`src/hdl/pbs_pkg.sv`:
```
// shared types, constants and blend functions of the panorama sampler
// no dependencies
`timescale 1ns / 1ps

package pbs_pkg;

    // field widths
    localparam int OP_W      = 1;
    localparam int LADDR_W   = 21;
    localparam int TEXEL_W   = 24;
    localparam int LON_W     = 28;
    localparam int ROW_W     = 21;
    localparam int VW_W      = 9;
    localparam int HW_W      = 8;
    localparam int CFG_DATA_W  = 28;
    localparam int CFG_INDEX_W = 2;
    localparam int CFG_WIDTH_FIELD_W = 13;

    // longitude plus yaw, and row offset plus column
    localparam int COL_W = LON_W + 1;
    localparam int SUM_W = ROW_W + 1;

    localparam int QUEUE_DEPTH = 4;
    localparam int QPTR_W      = $clog2(QUEUE_DEPTH);

    localparam int DEF_SOURCE_DEPTH     = 2097152;
    localparam int DEF_MAX_SOURCE_WIDTH = 4096;
    localparam int WIDTH_RESET          = 2048;
    localparam int MIN_SOURCE_WIDTH     = 2;
    localparam int FULL_WEIGHT          = 256;

    localparam logic [OP_W-1:0] OP_LOAD   = 1'b0;
    localparam logic [OP_W-1:0] OP_RENDER = 1'b1;

    localparam logic [CFG_INDEX_W-1:0] CFG_YAW_OFFSET   = 2'd0;
    localparam logic [CFG_INDEX_W-1:0] CFG_SOURCE_WIDTH = 2'd1;

    // one classified item as it waits in the queue
    typedef struct packed {
        logic                render;
        logic                load_ok;
        logic [LADDR_W-1:0]  load_address;
        logic [TEXEL_W-1:0]  load_texel;
        logic [COL_W-1:0]    col_sum;
        logic [ROW_W-1:0]    upper_row;
        logic [ROW_W-1:0]    lower_row;
        logic [VW_W-1:0]     vweight;
    } pbs_item_t;

    // per-stage sideband carried down the back pipeline
    typedef struct packed {
        logic                render;
        logic                load_ok;
        logic [LADDR_W-1:0]  load_address;
        logic [TEXEL_W-1:0]  load_texel;
        logic [HW_W-1:0]     hweight;
        logic [VW_W-1:0]     vweight;
    } pbs_side_t;

    typedef struct packed {
        logic full;
        logic empty;
    } pbs_qstat_t;

    function automatic logic [7:0] blend_chan(input logic [7:0] a, input logic [7:0] b,
                                              input logic [VW_W-1:0] w);
        logic [16:0] acc;
        acc = 17'(a) * 17'(VW_W'(FULL_WEIGHT) - w) + 17'(b) * 17'(w);
        return acc[15:8];
    endfunction

    function automatic logic [TEXEL_W-1:0] blend_texel(input logic [TEXEL_W-1:0] a,
                                                       input logic [TEXEL_W-1:0] b,
                                                       input logic [VW_W-1:0] w);
        return {blend_chan(a[23:16], b[23:16], w),
                blend_chan(a[15:8],  b[15:8],  w),
                blend_chan(a[7:0],   b[7:0],   w)};
    endfunction

endpackage

```
`src/hdl/pbs_queue.sv`:
```
// short fifo between front and back
// depends on pbs_pkg
`timescale 1ns / 1ps

module pbs_queue
    import pbs_pkg::*;
(
    input  logic       aclk,
    input  logic       aresetn,
    input  logic       push,
    input  pbs_item_t  push_item,
    input  logic       pop,
    output pbs_item_t  pop_item,
    output pbs_qstat_t qstat
);

    localparam int CNT_W = $clog2(QUEUE_DEPTH + 1);

    pbs_item_t          entry_reg [QUEUE_DEPTH];
    logic [QPTR_W-1:0]  wr_ptr_reg;
    logic [QPTR_W-1:0]  rd_ptr_reg;
    logic [CNT_W-1:0]   count_reg;

    always_ff @(posedge aclk) begin
        if (!aresetn) begin
            wr_ptr_reg <= '0;
            rd_ptr_reg <= '0;
            count_reg  <= '0;
        end else begin
            if (push) begin
                wr_ptr_reg <= wr_ptr_reg + QPTR_W'(1);
            end
            if (pop) begin
                rd_ptr_reg <= rd_ptr_reg + QPTR_W'(1);
            end
            if (push && !pop) begin
                count_reg <= count_reg + CNT_W'(1);
            end else if (pop && !push) begin
                count_reg <= count_reg - CNT_W'(1);
            end
        end
    end

    always_ff @(posedge aclk) begin
        if (push) begin
            entry_reg[wr_ptr_reg] <= push_item;
        end
    end

    assign pop_item    = entry_reg[rd_ptr_reg];
    assign qstat.full  = (count_reg == CNT_W'(QUEUE_DEPTH));
    assign qstat.empty = (count_reg == '0);

endmodule

```
`config.mk`:
```
export PLATFORM = sky130hd
export DESIGN_NAME = pbs_queue
export DESIGN_NICKNAME = d
export VERILOG_FILES = /design/src/hdl/pbs_pkg.sv /design/src/hdl/pbs_queue.sv
export SDC_FILE = /design/constraint.sdc
export NUM_CORES = 1
export LEC_CHECK = 0
export BUFFER_PORTS_ARGS = -buffer_cell sky130_fd_sc_hd__buf_2
export CAP_MARGIN = 25
export CORE_MARGIN = 2
export CORE_UTILIZATION = 25
export CTS_BUF_LIST = sky130_fd_sc_hd__clkbuf_8
export DETAILED_ROUTE_END_ITERATION = 8
export PLACE_DENSITY = 0.48
export SLEW_MARGIN = 10
export SYNTH_ARGS = -nofsm -noshare
export SYNTH_HDL_FRONTEND = slang
export SYNTH_SLANG_ARGS = --single-unit
```
`constraint.sdc`:
```
create_clock -name aclk -period 4.7 [get_ports aclk]
set_clock_uncertainty 0.05 [all_clocks]
set_input_delay 0.94 -clock aclk [delete_from_list [all_inputs] [get_ports aclk]]
set_output_delay 0.94 -clock aclk [all_outputs]
set_load 0.01 [all_outputs]
```
-- After elaboration in Yosys (flattened, before gate mapping)
Memories as Yosys holds them, arrays and structs flattened. A register that Yosys moved wholly into a read port is not among the register bits.
Cells that the tools add are included.
Widths: inputs -> output; s select.
- add/subtract/negate cells: 4
- multiplexer cells: 6
- eq/ne operators: 1
- reductions and logical operators: 6
- operators by type and width (kind ; count):
    $mux 3 ; 2
    $add 2x1->2 const B ; 2
    $mux 2 ; 2
    $add 3x1->3 const B ; 1
    $eq 3x3->1 const B ; 1
    $logic_not 3->1 ; 1
    $sub 3x1->3 const B ; 1
    $logic_and 1x1->1 ; 2
    $logic_not 1->1 ; 2
    $mux 1 ; 2
    $reduce_bool 2->1 ; 1
- register bits: 7
- output and inout port bits: 129
- memories kept: 1
- bits in writable memories: 508
- memory list (name ; depth ; bits a word ; rd ports ; clocked after memory_dff ; wr ports ; line ; text):
    entry_reg ; 4 ; 127 ; 1 ; 1 ; 1 ; pbs_queue.sv:19 ; pbs_item_t entry_reg [QUEUE_DEPTH];

-- Logic depth before layout (Yosys ltp)
Gate-level depths: netlist of the first run.
- depth in word-level cells: 4
- depth in mapped cells: 7

-- Worst setup path after synthesis of the first run
Ideal clock, no wire load.
- path kind: input-to-reg
- start point: input port push
- end point: memory entry_reg[0][0] in the netlist's numbering (enable)
- arrival time: 3851 ps
- setup slack: 299 ps
- library setup time: 501 ps
- stages on the path: 1
- required time: 4149 ps
- cell sequence: and2_1
- longest elaborated chain between the ends: 2
- RTL lines (item ; line ; text):
    start: declaration ; pbs_queue.sv:10 ; input logic push,
    $mux 1 ; pbs_queue.sv:45 ; if (push) begin
    $mux 1 (implied by the code) ; pbs_queue.sv:46 ; entry_reg[wr_ptr_reg] <= push_item;
    end: declaration ; pbs_queue.sv:19 ;
Every way passes these cells.

==> summary.txt, run 1 <==
Post-synth ARST share: 0%
post-CTS sizing: 0
fin nets: 1,186
worst hold start: push_item[54]
Netlist cell types: 22
DR vias/cell: 4.125
Yosys top cell area share: 81.40%
Worst-Margin Slew: 0.9469 ns
die area: 0.07716 mm2
GRT Total Usage: 10.82%
Tcrit/Tclk final: 77.89%
Synthesis Warnings: 0
pin count of the biggest net entering global routing: 64
Hold-fix buffers, CTS: 0
maximum root-to-sink buffer count: 3
register area share after synthesis: 82.37%
Final Power: 10.22 mW
Final Hold Viols: 0
clock-pin slew on the worst setup and hold paths: 0.06 ns
syn_nets: 843
Placement Rows: 100
CTS tree: built
area growth from synthesis to layout: 22.91%
crit path capture type: output port
mean post-synth cell area: 26.54 um2
Synth top cells by count: 508 x edfxtp_1, 127 x mux4_2, 14 x buf_2, 9 x and2_1, 9 x dfxtp_1
starting density of the core: 25.21%
WL final: 41,630 um
setup tns final: 0 ns
P per Cell Area: 443.7 mW/mm2
Post-DRT Antenna Nets: 0
detailed placement HPWL: 24,480 um
most frequent cell after synthesis: edfxtp_1
largest area contributor in the netlist: edfxtp_1
Final Setup Violations: 0
root buffer cell: clkbuf_8
wire length per cell: 19.95 um
Worst R2R Path Depth: 4
io pins: 260
crit path kind: reg2out
initial drt markers: 420
Synth Register Bits: 517
Worst R2R Setup Slack: 2.51 ns
Fmax achieved: 273.2 MHz
Data arrival, critical path: 2.67 ns
Post-Synthesis Cell Area: 0.01874 mm2
max reg flops: 508
fillcell total: 7,283
# Max-Cap Violations: 0
share of layout cells above drive strength 1: 47.17%
status: finished, final reports clean
vias in the first global route: 9,617
post-CTS setup buffers: 0
CTS Buf Count: 91
hold depth: 1
Leakage: 7.660 nW
GPL Wtd Cong: 0.6694
worst min path class: in2reg
Post-Syn Instances: 706
crit path time final: 3.661 ns
via count: 8,609
RR Startpoint: wr_ptr_reg[0]
Core Region: 0.07432 mm2
Port-buffer cells: 259
CP required: 3.71 ns
TritonCTS Sinks: 517
# H-tree levels: 3
Synth Flop Type: edfxtp_1
RSZ-0062 raised after global routing: no
end of the critical path: pop_item[53]
clk_lat worst skew: 0.63 ns
grt ovf: 0
relative max-transition margin: 36.88%
global-route wire length before repair: 61,640 um
Area contributors post-synth: edfxtp_1 81%, mux4_2 15%, dfxtp_1 0.96%
Max FO, Critical Path: 27
first-pass iteration count of the detailed router: 4
Crit Reg-Reg Endpoint: entry_reg[0][8]
die width: 277.8 um
count of flip-flops with a built-in enable after synthesis: 508
VDD IR-drop max: 0.2204 mV
Die Y-Extent: 277.8 um
Slew Viols, Final: 0
initial antenna violation count: 9
CP Launch Type: register
Post-route DRC: 0
## layout make-up
class	count	area, um2	area share [%]
diodes	3	7.507	0.03259
clock buffers	92	1266	5.498
clock inverters	67	416.7	1.809
inverters	4	15.01	0.06519
multi-input cells	157	3120	13.55
flip-flops and latches	517	15440	67.05
well taps	969	1212	5.264
repair buffers	278	1551	6.736
## how the worst min path moves through the flow
stage | to | slack (ns)
detailed placement | count_reg[2] | 0.46
CTS | entry_reg[0][65] | 0.35
floorplan | count_reg[2] | 0.42
global route | entry_reg[3][66] | 0.38
global placement | count_reg[2] | 0.44
finish | entry_reg[2][54] | 0.45
## report_power, final
part | switching, mW | internal, mW
sequential | 0.0781 | 5.30
combinational | 0.528 | 0.441
clock | 1.78 | 2.09
total | 2.39 | 7.83
## layer usage
layer | share of wire [%] | vias up | GRT usage (%)
met5 | 0.25 | - | 0
met4 | 2.4 | 16 | 4.366
met3 | 9.7 | 82 | 4.910
met2 | 46 | 285 | 16.82
met1 | 41 | 4465 | 13.06
li1 | - | 3761 | -
## worst max-delay path: stages (launching register included)
cell and delay, ns:
dfxtp_4 0.76, buf_4 0.50, mux4_2 0.58, buf_2 0.17
## per-stage QoR
| step | worst slack (ns) | cells | util, % | area, um2 | hold slack (ns) |
|---|---|---|---|---|---|
| 6_report | 1.039 | 2087 | 30.99 | 23030 | 0.4548 |
| 4_1_cts | 0.8255 | 2084 | 30.98 | 23020 | 0.3516 |
| 3_5_place_dp | 1.582 | 1925 | 28.72 | 21340 | 0.4566 |
| 2_1_floorplan | 0.2987 | 706 | - | 18740 | 0.4224 |
| 3_3_place_gp | 1.588 | 1925 | 28.72 | 21340 | 0.4374 |
| 5_1_grt | 0.7692 | 2085 | 30.98 | 23030 | 0.3814 |
## placed cells by master, fill, tap and decap left out, types with 3 or more instances in the layout
| master | instances |
|---|---|
| and2_4 | 4 |
| clkbuf_8 | 92 |
| bufinv_16 | 5 |
| ha_1 | 5 |
| xor2_1 | 3 |
| clkinv_2 | 14 |
| clkinv_1 | 23 |
| buf_2 | 259 |
| clkinvlp_4 | 3 |
| diode_2 | 3 |
| and2_1 | 5 |
| inv_1 | 25 |
| dfxtp_1 | 7 |
| buf_12 | 9 |
| mux4_2 | 127 |
| buf_4 | 10 |
| edfxtp_1 | 508 |
## cells by family after synthesis
| logic type | Yosys count | share of synthesized area [%] |
|---|---|---|
| buf+inv | 32 | 1.035 |
| simple gates | 15 | 0.4874 |
| fa+ha+maj | 6 | 0.4407 |
| xor+xnor | 5 | 0.2337 |
| mux | 129 | 15.37 |
| compound gates | 2 | 0.06676 |
| flops | 517 | 82.37 |
Power figures use the tool's default switching activity.
==> run 2: changes to the inputs <==
clock period = 3.58 ns   (was 4.7 ns; I/O delays follow)
==> summary.txt, run 2 (same netlist as run 1, synthesis figures left out) <==
TritonCTS Sinks: 517 (unchanged)
Net Sw Frac: 23.53% (+0.18 points)
share of layout cells above drive strength 1: 46.64% (-0.54 points)
Worst-Margin Slew: 0.5687 ns (-0.3782 ns)
Core Region: 0.07432 mm2 (unchanged)
slowest stage delay, CP: 0.58 ns (-0.18 ns)
wire length per cell: 19.83 um (-0.57%)
CTS Buf Count: 90 (-1.1%)
status: finished, final reports clean
clk_lat worst skew: 0.65 ns (+0.02 ns)
clock-pin slew on the worst setup and hold paths: 0.06 ns (about the same)
Sequential Power Share: 52.5% (about the same)
VDD IR-drop max: 0.3734 mV (+69%)
worst-path cell chain: buf_12 -> mux4_2 -> buf_2
Psw: 3.154 mW (+32%)
pin count of the biggest net entering global routing: 68 (+6.3%)
area growth from synthesis to layout: 22.97% (about the same)
Final Setup Violations: 0 (unchanged)
crit path time final: 3.125 ns
Hold-fix buffers, CTS: 0 (unchanged)
initial antenna violation count: 10 (+1)
most common cell after layout, fill and taps aside: edfxtp_1
io pins: 260 (unchanged)
RSZ-0062 raised after global routing: no
die width: 277.8 um (unchanged)
Port-buffer cells: 259 (unchanged)
Post-DRT Antenna Nets: 0 (unchanged)
detailed placement HPWL: 23,460 um (-4.2%)
GPL Wtd Cong: 0.6915 (+3.3%)
first-pass iteration count of the detailed router: 6 (+2)
Placement Rows: 100 (unchanged)
slowest stage cell on the critical path: mux4_2
Int Power: 10.25 mW (+31%)
Post-route DRC: 0 (unchanged)
clock group share of total power: 37.9% (about the same)
relative max-transition margin: 62.09% (+25 points)
vias in the first global route: 9,787 (+1.8%)
most frequent cells in the layout: 508 x edfxtp_1, 259 x buf_2, 127 x mux4_2
crit path kind: reg2out
max reg flops: 508 (unchanged)
Final Power: 13.40 mW (+31%)
final setup margin: 0.4546 ns (-0.5847 ns)
WP buf/inv: 2 (unchanged)
initial drt markers: 525 (+25%)
Max FO, Critical Path: 53 (+96%)
Slew Viols, Final: 0 (unchanged)
Fmax achieved: 320.0 MHz
die area: 0.07716 mm2 (unchanged)
via count: 8,608 (-0.012%)
P per Cell Area: 581.6 mW/mm2 (+31%)
root buffer cell: clkbuf_8
# H-tree levels: 3 (unchanged)
post-CTS sizing: 0 (unchanged)
DR vias/cell: 4.127 (about the same)
Final Hold Viols: 0 (unchanged)
CP required: 2.81 ns (-0.90 ns)
CP Launch Type: register
setup tns final: 0 ns (unchanged)
fin nets: 1,181 (-0.42%)
post-place setup slack: 1.053 ns (-0.5285 ns)
Worst R2R Setup Slack: 1.66 ns (-0.85 ns)
GRT Total Usage: 10.82% (about the same)
crit path capture type: output port
Comb pwr share: 9.6% (about the same)
worst min path class: in2reg
post-CTS setup buffers: 0 (unchanged)
# Max-Cap Violations: 0 (unchanged)
Top delay family on crit path: multiplexers
Tcrit/Tclk final: 87.30%
starting density of the core: 25.21% (unchanged)
Data arrival, critical path: 2.36 ns (-0.31 ns)
grt ovf: 0 (unchanged)
global-route wire length before repair: 62,050 um (+0.66%)
Die Y-Extent: 277.8 um (unchanged)
maximum root-to-sink buffer count: 3 (unchanged)
WL final: 41,370 um (-0.62%)
CTS tree: built
Leakage: 7.645 nW (-0.19%)
## run 2: cell types whose count changed in the layout (fill, tap and decap cells not counted), sizes merged
cell      previous run  this run
clkinv              37        44
buf                278       274
clkinvlp             3         1
bufinv               5         4
clkbuf              92        93
diode                3         2
inv                 26        25
## run 2: final timing paths
kind | startpoint | end | depth (start not counted)
worst max-delay path | register | pop_item[16] | 3
worst min-delay path | push_item[79] | entry_reg[0][79] | 1
worst max register to register | wr_ptr_reg[0] | entry_reg[2][4] | 4
worst min register to register | count_reg[2] | count_reg[2] | 2
## run 2: routing by layer
metal	vias to the layer above	routed length (um)	track usage, %
met5	-	86	0
met4	14	974	3.867
met3	97	3496	4.590
met2	269	19890	17.33
met1	4470	16920	13.04
li1	3758	-	-
## run 2: area by class of cell
class	count	area, um2
fillers	7260	51280
flip-flops and latches	517	15440
multi-input cells	157	3120
repair buffers	274	1559
clock buffers	93	1280
well taps	969	1212
clock inverters	70	409.1
inverters	4	15.01
diodes	2	5.005
## run 2: metrics by stage
| stage | hold WS, ns | instances | util [%] | cell area (um2) |
|---|---|---|---|---|
| finish | 0.2161 | 2086 | 31.01 | 23040 |
| global placement | 0.4432 | 1921 | 28.73 | 21350 |
| floorplan | 0.4224 | 706 | - | 18740 |
| detailed placement | 0.4554 | 1921 | 28.73 | 21350 |
| global route | 0.1524 | 2085 | 31.00 | 23040 |
| CTS | 0.1251 | 2084 | 31.00 | 23040 |
## run 2: power groups by stage
stage                     logic (mW)  registers (mW)  clock network (mW)
final                           1.29            7.03                5.07
after CTS                       1.35            7.04                5.31
after floorplan                0.755            7.14                   0
after global routing            1.42            7.06                5.58
after global placement          1.33            7.15                   0
after detailed placement        1.34            7.17                   0
## run 2: worst register-to-register path, delay by kind of cell, from the launching register on
| kind | cells | cell delay, ns |
|---|---|---|
| adders and majority gates | 1 | 0.14 |
| DFF | 1 | 0.35 |
| buffers and inverters | 2 | 0.48 |
| and+or+nand+nor | 1 | 0.51 |
