--- src/hdl/pbs_pkg.sv ---
// shared types, constants and blend functions of the panorama sampler
// no dependencies
`timescale 1ns / 1ps

package pbs_pkg;

    // field widths
    localparam int OP_W      = 1;
    localparam int LADDR_W   = 21;
    localparam int TEXEL_W   = 24;
    localparam int LON_W     = 28;
    localparam int ROW_W     = 21;
    localparam int VW_W      = 9;
    localparam int HW_W      = 8;
    localparam int CFG_DATA_W  = 28;
    localparam int CFG_INDEX_W = 2;
    localparam int CFG_WIDTH_FIELD_W = 13;

    // longitude plus yaw, and row offset plus column
    localparam int COL_W = LON_W + 1;
    localparam int SUM_W = ROW_W + 1;

    localparam int QUEUE_DEPTH = 4;
    localparam int QPTR_W      = $clog2(QUEUE_DEPTH);

    localparam int DEF_SOURCE_DEPTH     = 2097152;
    localparam int DEF_MAX_SOURCE_WIDTH = 4096;
    localparam int WIDTH_RESET          = 2048;
    localparam int MIN_SOURCE_WIDTH     = 2;
    localparam int FULL_WEIGHT          = 256;

    localparam logic [OP_W-1:0] OP_LOAD   = 1'b0;
    localparam logic [OP_W-1:0] OP_RENDER = 1'b1;

    localparam logic [CFG_INDEX_W-1:0] CFG_YAW_OFFSET   = 2'd0;
    localparam logic [CFG_INDEX_W-1:0] CFG_SOURCE_WIDTH = 2'd1;

    // one classified item as it waits in the queue
    typedef struct packed {
        logic                render;
        logic                load_ok;
        logic [LADDR_W-1:0]  load_address;
        logic [TEXEL_W-1:0]  load_texel;
        logic [COL_W-1:0]    col_sum;
        logic [ROW_W-1:0]    upper_row;
        logic [ROW_W-1:0]    lower_row;
        logic [VW_W-1:0]     vweight;
    } pbs_item_t;

    // per-stage sideband carried down the back pipeline
    typedef struct packed {
        logic                render;
        logic                load_ok;
        logic [LADDR_W-1:0]  load_address;
        logic [TEXEL_W-1:0]  load_texel;
        logic [HW_W-1:0]     hweight;
        logic [VW_W-1:0]     vweight;
    } pbs_side_t;

    typedef struct packed {
        logic full;
        logic empty;
    } pbs_qstat_t;

    function automatic logic [7:0] blend_chan(input logic [7:0] a, input logic [7:0] b,
                                              input logic [VW_W-1:0] w);
        logic [16:0] acc;
        acc = 17'(a) * 17'(VW_W'(FULL_WEIGHT) - w) + 17'(b) * 17'(w);
        return acc[15:8];
    endfunction

    function automatic logic [TEXEL_W-1:0] blend_texel(input logic [TEXEL_W-1:0] a,
                                                       input logic [TEXEL_W-1:0] b,
                                                       input logic [VW_W-1:0] w);
        return {blend_chan(a[23:16], b[23:16], w),
                blend_chan(a[15:8],  b[15:8],  w),
                blend_chan(a[7:0],   b[7:0],   w)};
    endfunction

endpackage

--- src/hdl/pbs_front.sv ---
// front end: config registers, input accept, yaw add and item classification
// depends on pbs_pkg
`timescale 1ns / 1ps

module pbs_front
    import pbs_pkg::*;
#(
    parameter int SOURCE_DEPTH     = DEF_SOURCE_DEPTH,
    parameter int MAX_SOURCE_WIDTH = DEF_MAX_SOURCE_WIDTH,
    localparam int WIDTH_W = $clog2(MAX_SOURCE_WIDTH + 1)
) (
    input  logic                   aclk,
    input  logic                   aresetn,
    input  logic                   cfg_write_enable,
    input  logic [CFG_INDEX_W-1:0] cfg_index,
    input  logic [CFG_DATA_W-1:0]  cfg_data,
    input  logic                   s_valid,
    output logic                   s_ready,
    input  logic [OP_W-1:0]        s_op,
    input  logic [LADDR_W-1:0]     s_load_address,
    input  logic [TEXEL_W-1:0]     s_load_texel,
    input  logic [LON_W-1:0]       s_base_longitude,
    input  logic [ROW_W-1:0]       s_upper_row_offset,
    input  logic [ROW_W-1:0]       s_lower_row_offset,
    input  logic [VW_W-1:0]        s_vertical_weight,
    input  pbs_qstat_t             qstat,
    output logic                   push,
    output pbs_item_t              push_item,
    output logic [WIDTH_W-1:0]     source_width
);

    localparam int EW = (WIDTH_W > CFG_WIDTH_FIELD_W) ? WIDTH_W : CFG_WIDTH_FIELD_W;
    localparam int WRST = (WIDTH_RESET > MAX_SOURCE_WIDTH) ? MAX_SOURCE_WIDTH : WIDTH_RESET;

    logic [LON_W-1:0]   yaw_reg;
    logic [WIDTH_W-1:0] width_reg;
    logic [EW-1:0]      width_clamped;
    logic               front_valid_reg;
    pbs_item_t          front_item_reg;
    pbs_item_t          item_next;
    logic               advance;

    always_comb begin
        width_clamped = EW'(cfg_data[CFG_WIDTH_FIELD_W-1:0]);
        if (width_clamped < EW'(MIN_SOURCE_WIDTH)) begin
            width_clamped = EW'(MIN_SOURCE_WIDTH);
        end else if (width_clamped > EW'(MAX_SOURCE_WIDTH)) begin
            width_clamped = EW'(MAX_SOURCE_WIDTH);
        end
    end

    always_ff @(posedge aclk) begin
        if (!aresetn) begin
            yaw_reg   <= '0;
            width_reg <= WIDTH_W'(WRST);
        end else if (cfg_write_enable) begin
            unique case (cfg_index)
                CFG_YAW_OFFSET:   yaw_reg   <= cfg_data[LON_W-1:0];
                CFG_SOURCE_WIDTH: width_reg <= WIDTH_W'(width_clamped);
                default: ;
            endcase
        end
    end

    always_comb begin
        item_next.render       = (s_op == OP_RENDER);
        item_next.load_ok      = 32'(s_load_address) < 32'(SOURCE_DEPTH);
        item_next.load_address = s_load_address;
        item_next.load_texel   = s_load_texel;
        item_next.col_sum      = COL_W'(s_base_longitude) + COL_W'(yaw_reg);
        item_next.upper_row    = s_upper_row_offset;
        item_next.lower_row    = s_lower_row_offset;
        item_next.vweight      = (s_vertical_weight > VW_W'(FULL_WEIGHT)) ?
                                 VW_W'(FULL_WEIGHT) : s_vertical_weight;
    end

    // front register moves on when empty or when the queue takes it
    assign advance = !front_valid_reg || !qstat.full;
    assign s_ready = advance;

    always_ff @(posedge aclk) begin
        if (!aresetn) begin
            front_valid_reg <= 1'b0;
        end else if (advance) begin
            front_valid_reg <= s_valid;
        end
    end

    always_ff @(posedge aclk) begin
        if (advance && s_valid) begin
            front_item_reg <= item_next;
        end
    end

    assign push         = front_valid_reg && !qstat.full;
    assign push_item    = front_item_reg;
    assign source_width = width_reg;

endmodule

--- config.mk ---
export PLATFORM = sky130hd
export DESIGN_NAME = pbs_front
export DESIGN_NICKNAME = d
export VERILOG_FILES = /design/src/hdl/pbs_pkg.sv /design/src/hdl/pbs_front.sv
export SDC_FILE = /design/constraint.sdc
export NUM_CORES = 1
export LEC_CHECK = 0
export ABC_AREA = 1
export ABC_CLOCK_PERIOD_IN_PS = 14000
export BUFFER_PORTS_ARGS = -buffer_cell sky130_fd_sc_hd__clkbuf_2
export CORE_MARGIN = 2
export CORE_UTILIZATION = 37
export DETAILED_ROUTE_END_ITERATION = 8
export GPL_TIMING_DRIVEN = 0
export PLACE_DENSITY = 0.75
export SYNTH_ARGS = -nofsm -noshare
export SYNTH_HDL_FRONTEND = slang
export SYNTH_SLANG_ARGS = --single-unit
--- constraint.sdc ---
create_clock -name aclk -period 14 [get_ports aclk]
set_input_delay 0.7 -clock aclk [delete_from_list [all_inputs] [get_ports aclk]]
set_output_delay 0.7 -clock aclk [all_outputs]
set_load 0.01 [all_outputs]
Yosys cells after proc, flatten, opt, wreduce, memory -nomap -nowiden
Index checks and enable logic that the tools add are counted.
- flip-flop bits (word level): 168
- latch bits: 0
- RAM bits: 0
- memory bits (read-only): 0
- output and inout bits: 142
- word-level logic and storage cells: 25
- memories kept: 0
- add/subtract/negate cells: 1
- multipliers: 0
- div/mod/pow operators: 0
- magnitude comparators: 3
- equality and inequality tests: 1
- shift-type cells: 0
- multiplexer cells: 2
- bitwise operators: 0
- reduce and logical (&&, ||, !) cells: 8
- operator list (cell ; number):
    $add 28x28->29 ; 1
    $mux 13 ; 2
    $gt 13x13->1 const B ; 1
    $lt 13x2->1 const B ; 1
    $gt 9x9->1 const B ; 1
    $reduce_and 2->1 ; 2
    $eq 2x1->1 const B ; 1
    $logic_and 1x1->1 ; 2
    $logic_not 1->1 ; 2
    $logic_not 2->1 ; 1
    $logic_or 1x1->1 ; 1

Logic depth before layout (Yosys ltp)
Gate-level depths: netlist of run 1.
- depth after elaboration: 3
- mapped depth: 11
- mapped depth without buffers: 11

Worst setup path after synthesis of run 1
OpenSTA, ideal clock, no wires.
- kind: input-to-reg
- start point: in s_valid
- end point: reg front_item_reg (netlist bit push_item[0]), enable pin
- setup time: 0.652 ns
- arrival time: 6.809 ns
- data required time: 13.348 ns
- path slack: 6.538 ns
- cell stages on the path: 2
- path buffers: 0
- path through: inv_1 -> a21oi_1
- longest elaborated chain between the ends: 1
- RTL lines (item ; RTL line ; RTL):
    from (decl) ; pbs_front.sv:17 ; input logic s_valid,
    $logic_and 1x1->1 ; pbs_front.sv:90 ; if (advance && s_valid) begin
    to (signal assigned) ; pbs_front.sv:91 ; front_item_reg <= item_next;
    to (decl) ; pbs_front.sv:39 ; pbs_item_t front_item_reg;
Every way passes these cells.
A chain may end at the register's enable or synchronous reset.

==> out/qor.yml, run 1 <==
rows: 51
fin_tns_setup_ns: 0
final_layout_size_suffix_gt1_frac: 0.333
dieArea_sq_mm: 0.0213
ys_async_sr_fraction: 0
ys_ff_latch: 168
grt_first_pass_wirelength_um: 31500
rsz0062_at_grt: "no"
grt_max_degree: 33
cp_slowest_stage_delay_ns: 0.45
num_vias: 6180
yosys_warnings: 0
status: "finished, final reports clean"
power_density_mw_per_mm2: 123
cts_setup_buffers: 0
cts_buffers: 17
drt_iter0_markers: 317
slew_viol_final: 0
yosys_most_used_dff: "edfxtp_1"
hold_depth: 1
routedWlPerCell_um: 15.0
max_freq_mhz: 481
antenna_found_initial: 3
r2r_slack_ns: 11.94
die_h_um: 146
use_met1: 0.228
pwr-share-comb: 0.129
hold_end: "push_item[94]"
cpMostUsedCell: "nand2_1"
path_cells: "clkbuf_2 -> ha_1 -> fa_1 -> nand2_1 -> nand3_1 -> and2_2 -> nand4_1 -> nand3_1 -> nand2_1 -> nand2_1"
grt-ovfl-total: 0
drc: 0
leakage_uw: 0.00501
dp_hpwl_um: 16900
clockBufferDepth: 2
cts_sinks: 168
p_clk_frac: 0.400
cp.required_ns: 14.17
hold_viol_final: 0
power_frac_seq: 0.472
intPower_uw: 899
fin_nets: 1275
grt.total_usage: 0.193
cp-end-kind: "flip-flop"
viasPerCell: 4.52
ys_seq_area_frac: 0.619
grt_pass1_vias: 6067
p_switching_uw: 338
crit_buf_inv: 1
fin_crit_sh: 0.148
routed_wl_um: 20400
final_antenna_net_count: 0
dp.cells: 1331
cp_top_family: "simple AND/OR/NAND/NOR gates"
worstPathArrival_ns: 2.25
cp-start-kind: "input pin"
ctsResizeCount: 0
crit_type: "input pin to flip-flop"
grt_use_met2: 0.336
syn_avg_cell_area_sq_um: 9.80
r2r_cells: 9
netlist_instances: 762
hold_class: "input pin to flip-flop"
ys_types: 32
drt_first_pass_iters: 5
clk_latency_ns: 0.42
r2r-start: "yaw_reg[0]"
grtUsageMet3: 0.0553
fin_skew_ns: 0.0125
area_growth_pct: 34.9
gp_congestion: 0.867
core_area_sq_mm: 0.0197
fin_cells: 1366
start_util: 0.380
period_minus_slack_ns: 2.08
grt_busiest_layer: "met2"
maxCapViolations: 0
crit_path_top_delay_cell: "fa_1"
ios: 303
largest_reg_flops: 126
hold_start: "s_load_texel[14]"
switching_share: 0.273
ir_drop_mv: 0.0730
r2r-end: "push_item[79]"
syn_nets: 952
cts_tree: "built"
fin_util: 0.513
path_clk_slew_ns: 0.08
htreeDepth: 4
synthesis.area_sq_mm: 0.00747
finalSetupViolCount: 0
synth_edf_count: 126
fp.dieW_um: 146
cts_root_buffer: "clkbuf_16"
port_buffers: 299
worstPathMaxFanout: 3
postCtsHoldBufs: 0
[synthesized netlist by cell type, types with 3 or more instances]
library cell | number | share of area
nor2_1 | 79 | 0.040
ha_1 | 28 | 0.047
nor2_2 | 7 | 0.0059
xnor2_1 | 3 | 0.0035
inv_1 | 109 | 0.055
clkbuf_1 | 6 | 0.0030
a21oi_1 | 45 | 0.030
nand2_1 | 204 | 0.10
dfxtp_1 | 42 | 0.11
o21ai_0 | 31 | 0.021
nand3_2 | 4 | 0.0054
nand3_1 | 28 | 0.019
nor3_2 | 4 | 0.0054
nand4_1 | 10 | 0.0084
nand2_2 | 5 | 0.0042
xor2_1 | 12 | 0.014
edfxtp_1 | 126 | 0.51
[how the worst max path moves through the flow]
stage / startpoint / endpoint / cells past startpoint
floorplan: s_valid / push_item[0] / 2
detailed placement: s_base_longitude[0] / push_item[79] / 10
global route: yaw_reg[0] / push_item[79] / 9
finish: s_base_longitude[0] / push_item[79] / 10
global placement: qstat[1] / push_item[113] / 2
CTS: yaw_reg[0] / push_item[79] / 9
[stage by stage]
stage	power [uW]	worst slack [ns]	hold WS, ns	cell area (sq um)
final	1240	11.92	0.444	10100
after global routing	1290	11.79	0.411	10100
after CTS	1250	11.93	0.421	10100
after detailed placement	755	11.50	0.460	9420
after global placement	754	4.14	0.455	9300
after floorplan	681	6.54	0.480	7470
[cell usage in the layout (no fill, tap or decap), types with 3 or more instances in the layout]
cell type  synthesis  layout
dfxtp_1           42      42
nand4_1           10      10
o21ai_0           31      31
diode_2            0       3
nand3_2            4       4
xnor2_1            3       3
inv_1            109     109
inv_8              0       3
clkbuf_1           6       6
clkbuf_2           2     301
nor2_2             7       7
nand3_1           28      28
buf_12             0       3
nand2_1          204     204
nor3_2             4       4
edfxtp_1         126     126
ha_1              28      28
a21oi_1           45      44
nor2_1            79      79
xor2_1            12      12
clkbuf_16          0      17
clkinv_8           0       7
nand2_2            5       5
[layer usage]
layer	wire length (um)	share of wire	vias up
li1	-	-	3144
met1	8260	0.40	2760
met2	10200	0.50	246
met3	1470	0.072	30
met4	542	0.027	0
met5	0	0	-
[area by class of cell]
cell class,instances,area [sq um]
Clock inverter,15,220
Timing Repair Buffer,304,1610
Sequential cell,168,4620
Buffer,12,56.3
Antenna cell,3,7.51
Fill cell,1848,9580
Tap cell,265,332
Multi-Input combinational cell,471,2380
Inverter,111,417
Clock buffer,17,425
[cell families (layout without fill, tap and decap cells)]
kind of cell / after synthesis / in the layout / synth area share
AND/OR/NAND/NOR: 346 / 346 / 0.195
flip-flops: 168 / 168 / 0.619
buffers and inverters: 123 / 459 / 0.0633
AO/OA/AOI/OAI: 80 / 80 / 0.0549
adder cells (fa/ha/maj): 29 / 29 / 0.0496
XOR/XNOR: 15 / 15 / 0.0176
other: 1 / 4 / 0.000502
[power groups by stage]
stage | Clock, uW | Sequential (uW) | Combinational, uW
2_1_floorplan | 0 | 612 | 68.4
3_3_place_gp | 0 | 601 | 153
3_5_place_dp | 0 | 595 | 160
4_1_cts | 506 | 584 | 161
5_1_grt | 530 | 586 | 178
6_report | 494 | 583 | 159
Power figures use the tool's default switching activity.
==> run 2, diff against run 1 <==
- ABC_AREA: 1 -> 0
- ABC_CLOCK_PERIOD_IN_PS: 14000 -> 1700
- PLACE_DENSITY: 0.75 -> 0.78
- clock period: 14 -> 1.7 ns (I/O delays scaled with it)
==> out/qor.yml, run 2 <==
status: "finished, violations left"
violations: "setup timing"
syn_avg_cell_area_sq_um: 12.9
path_clk_slew_ns: 0.07
htreeDepth: 4
grt_max_degree: 50
routed_wl_um: 22200
gp_congestion: 0.853
drt_iter0_markers: 290
rows: 50
leakage_uw: 0.00476
max_freq_mhz: 406
ios: 303
ys_seq_area_frac: 0.667
fill_cells: 1432
power_density_mw_per_mm2: 888
final_common_cell: "clkbuf_2"
fin_crit_sh: 1.45
synth_most_common_cell: "edfxtp_1"
cts_root_buffer: "clkbuf_16"
worstPathMaxFanout: 3
grt-ovfl-total: 0
timing.hold.ws_ns: 0.0200
fin_tns_setup_ns: -11.38
synth_area_leaders: "edfxtp_1 55%, dfxtp_1 12%, ha_1 5.1%"
start_util: 0.374
finalSetupViolCount: 23
cts_sinks: 168
ys_async_sr_fraction: 0
tightest_slew_ns: 0.703
hold_class: "input pin to flip-flop"
netlist_instances: 537
syn_nets: 727
dp_hpwl_um: 15200
clockBufferDepth: 2
fin_skew_ns: 0.0117
fin_util: 0.607
fin_cells: 1254
grt_first_pass_wirelength_um: 33100
rsz0062_at_grt: "yes"
fin_ws_ns: -0.761
ys_types: 48
largest_reg_flops: 126
port_buffers: 300
antenna_found_initial: 1
grt_pass1_vias: 6217
crit_type: "flip-flop to flip-flop"
synth_top_area_share: 0.546
dp.cells: 1073
slew_viol_final: 0
dieArea_sq_mm: 0.0198
synthesis.area_sq_mm: 0.00693
num_vias: 6139
cts_buffers: 17
core_area_sq_mm: 0.0185
slew_headroom: 0.530
final_layout_size_suffix_gt1_frac: 0.423
synth_edf_count: 126
routedWlPerCell_um: 17.7
crit_path_top_delay_cell: "a221o_1"
hold_viol_final: 0
yosys_warnings: 0
synth_top_cells_by_count: "126 x edfxtp_1, 79 x nand2_1, 42 x dfxtp_1, 30 x a21oi_1"
p_total_uw: 9980
yosys_most_used_dff: "edfxtp_1"
synth_top_area_cell: "edfxtp_1"
final_cell_mix: "302 x clkbuf_2, 128 x dlygate4sd3_1, 126 x edfxtp_1, 76 x nand2_1, 35 x dfxtp_1"
area_growth_pct: 62.3
cp.required_ns: 1.87
worstPathArrival_ns: 2.63
path_cells: "ha_4 -> fa_2 -> a21o_1 -> a221o_1 -> a32oi_2 -> nand4_2 -> a41oi_2 -> xnor2_1"
cts_tree: "built"
ys_ff_latch: 168
cp-end-kind: "flip-flop"
die_h_um: 141
ir_drop_mv: 0.711
clk_latency_ns: 0.43
period_minus_slack_ns: 2.46
fin_nets: 1196
cp_slowest_stage_delay_ns: 0.40
final_antenna_net_count: 0
grt.total_usage: 0.218
cp-start-kind: "flip-flop"
drt_first_pass_iters: 5
drc: 0
fp.dieW_um: 141
maxCapViolations: 0
viasPerCell: 4.90
## run 2: cell count changes in the layout (fill, tap and decap cells not counted), moves of 8 or more
cell,change
a21boi_0,+28
a21o_1,+8
a21oi_1,-22
a22oi_1,+9
buf_4,+15
dlygate4sd3_1,+128
ha_1,-10
inv_1,-105
nand2_1,-128
nand3_1,-24
nor2_1,-62
nor2b_1,+23
o21ai_0,-21
xnor2_1,+11
## run 2: stage by stage
stage,worst slack (ns),instance area (sq um)
final,-0.761,11200
after global routing,-0.828,11200
after CTS,-0.686,11100
after detailed placement,-0.875,8870
after global placement,-0.857,8820
after floorplan,-0.575,7030
## run 2: report_power, final
part	leakage [uW]	switching, uW	internal, uW
clock	0.000265	1770	1940
sequential	0.00157	78.3	4690
combinational	0.00293	771	731
total	0.00476	2620	7360
## run 2: repair_timing
action | CTS | global route
hold buffers | 128 | 0
setup endpoints to repair | 72 | 72
setup buffers | 13 | 10
pin swaps | 21 | 22
hold endpoints to repair | 136 | 0
gates cloned | 2 | 0
resized for setup | 50 | 27
## run 2: path summary, 6_finish.rpt
path / startpoint / endpoint / slack [ns] / cells past startpoint
max: yaw_reg[0] / push_item[77] / -0.76 / 8
min: s_valid / front_valid_reg / 0.02 / 3
max reg2reg: yaw_reg[0] / push_item[77] / -0.76 / 8
min reg2reg: yaw_reg[15] / yaw_reg[15] / 0.47 / 2
## run 2: layout make-up
| type | count | area, sq um | share of cell area |
|---|---|---|---|
| buffer | 19 | 105 | 0.00934 |
| tap | 234 | 293 | 0.0260 |
| multi-input combinational | 345 | 2630 | 0.234 |
| clock buffer | 18 | 429 | 0.0382 |
| antenna | 1 | 2.50 | 0.000222 |
| timing repair buffer | 451 | 3000 | 0.267 |
| sequential | 168 | 4640 | 0.412 |
| inverter | 4 | 15.0 | 0.00133 |
| clock inverter | 14 | 140 | 0.0125 |
## run 2: logic make-up after synthesis
logic type	count (synthesis)	share of synthesized area
AND/OR/NAND/NOR	155	0.105
AO/OA/AOI/OAI	133	0.127
multiplexers	1	0.00144
adder cells (fa/ha/maj)	29	0.0534
buffers and inverters	26	0.0146
flip-flops	168	0.667
other	1	0.000541
XOR/XNOR	24	0.0303
## run 2: metal layers
layer	vias to the layer above	share of wire	track usage
li1	2932	-	-
met1	2906	0.37	0.233
met2	258	0.54	0.415
met3	43	0.068	0.0550
met4	0	0.025	0.0779
met5	-	0	0
## run 2: critical path, delay by kind of cell (launching register included)
family          cells  cell delay [ns]
fa+ha+maj           2             0.50
xor+xnor            1             0.10
compound gates      4             1.10
simple gates        1             0.18
flops               1             0.33
==> run 3, diff against run 2 <==
- TNS_END_PERCENT: not set -> 20
==> out/qor.yml, run 3 (synthesized netlist as in run 2, its figures left out) <==
status: "finished, violations left"
violations: "setup timing"
routed.top_layer: "met4"
path_clk_slew_ns: 0.07
crit_path_top_delay_cell: "a221o_1"
ir_drop_mv: 0.643
tightest_slew_ns: 0.897
area_growth_pct: 62.1
slew_headroom: 0.402
antenna_found_initial: 4
met1_length_um: 8530
final_cell_mix: "301 x clkbuf_2, 129 x dlygate4sd3_1, 126 x edfxtp_1, 75 x nand2_1, 36 x dfxtp_1"
grt_max_degree: 67
power_density_mw_per_mm2: 886
grt-ovfl-total: 0
cp.required_ns: 1.86
worstPathArrival_ns: 2.61
worstPathMaxFanout: 3
fin_ws_ns: -0.747
fin_tns_setup_ns: -21.83
num_vias: 6127
fin_nets: 1186
gp_congestion: 0.872
period_minus_slack_ns: 2.45
wl_met2_um: 11700
fin_skew_ns: 0.00853
slew_viol_final: 0
multiInputGateArea_sq_mm: 0.00268
max_freq_mhz: 409
rows: 50
routed_wl_um: 22300
grt_pass1_vias: 6162
maxCapViolations: 0
final_antenna_net_count: 0
timing.hold.ws_ns: 0.0262
port_buffers: 300
routedWlPerCell_um: 17.9
clockBufferDepth: 2
drc: 0
viasPerCell: 4.91
hold_viol_final: 0
drt_first_pass_iters: 4
path_cells: "ha_4 -> fa_2 -> a21o_1 -> a221o_1 -> a32oi_2 -> nand4_4 -> a31oi_2 -> xnor2_1"
fill_cells: 1455
cp-end-kind: "flip-flop"
cp-start-kind: "flip-flop"
fin_util: 0.607
clk_latency_ns: 0.42
grt.total_usage: 0.216
htreeDepth: 4
dp_hpwl_um: 15500
die_h_um: 141
largest_reg_flops: 126
cts_root_buffer: "clkbuf_16"
core_area_sq_mm: 0.0185
dieArea_sq_mm: 0.0198
wl_met3_um: 1260
cts_sinks: 168
start_util: 0.374
final_layout_size_suffix_gt1_frac: 0.422
final_common_cell: "clkbuf_2"
leakage_uw: 0.00471
cts_tree: "built"
seq_area_sq_mm: 0.00463
dp.cells: 1072
fin_crit_sh: 1.44
place_ws_ns: -0.909
grt_first_pass_wirelength_um: 32700
cp_slowest_stage_delay_ns: 0.38
finalSetupViolCount: 85
crit_buf_inv: 0
hold_class: "input pin to flip-flop"
cts_buffers: 17
drt_iter0_markers: 246
ios: 303
crit_type: "flip-flop to flip-flop"
cp_top_family: "compound AO/OA/AOI/OAI gates"
rsz0062_at_grt: "yes"
fin_cells: 1249
fp.dieW_um: 141
[run 3: changes by cell type in the layout (fill, tap and decap cells not counted), sizes merged]
cell / previous run / this run
dlygate4sd3: 128 / 129
buf: 24 / 21
and2: 6 / 4
diode: 1 / 6
clkinv: 4 / 1
inv: 10 / 14
clkbuf: 336 / 330
clkinvlp: 4 / 3
[run 3: metrics by stage]
stage	power (uW)	cell area (sq um)
floorplan	5370	6940
global placement	5900	8730
detailed placement	5930	8760
CTS	9950	11100
global route	10300	11200
finish	9960	11200
[run 3: what timing repair did]
action,in CTS,in global routing
setup endpoints to repair,84,94
resized for setup,85,19
buffers inserted,14,6
pin swaps,31,16
hold buffers,129,0
endpoints found under the hold margin,135,0
[run 3: metal layers]
layer,vias up,global-route usage
met5,-,0
met4,0,0.0979
li1,2914,-
met3,51,0.0499
met2,253,0.398
met1,2909,0.236
[run 3: cell type report]
type,count,area share
Antenna cell,6,0.00134
Buffer,13,0.00479
Clock buffer,18,0.0382
Clock inverter,14,0.0115
Inverter,4,0.00134
Multi-Input combinational cell,343,0.238
Sequential cell,168,0.412
Tap cell,234,0.0261
Timing Repair Buffer,449,0.266
[run 3: final timing paths]
kind	start	endpoint	slack, ns	cells past startpoint
max	yaw_reg[0]	push_item[73]	-0.75	8
max reg2reg	yaw_reg[0]	push_item[73]	-0.75	8
min reg2reg	yaw_reg[19]	yaw_reg[19]	0.47	2
min	aresetn	yaw_reg[27]	0.03	2
[run 3: power breakdown]
part	internal [uW]	switching, uW
clock network	1940	1750
logic	726	767
registers	4690	84.7
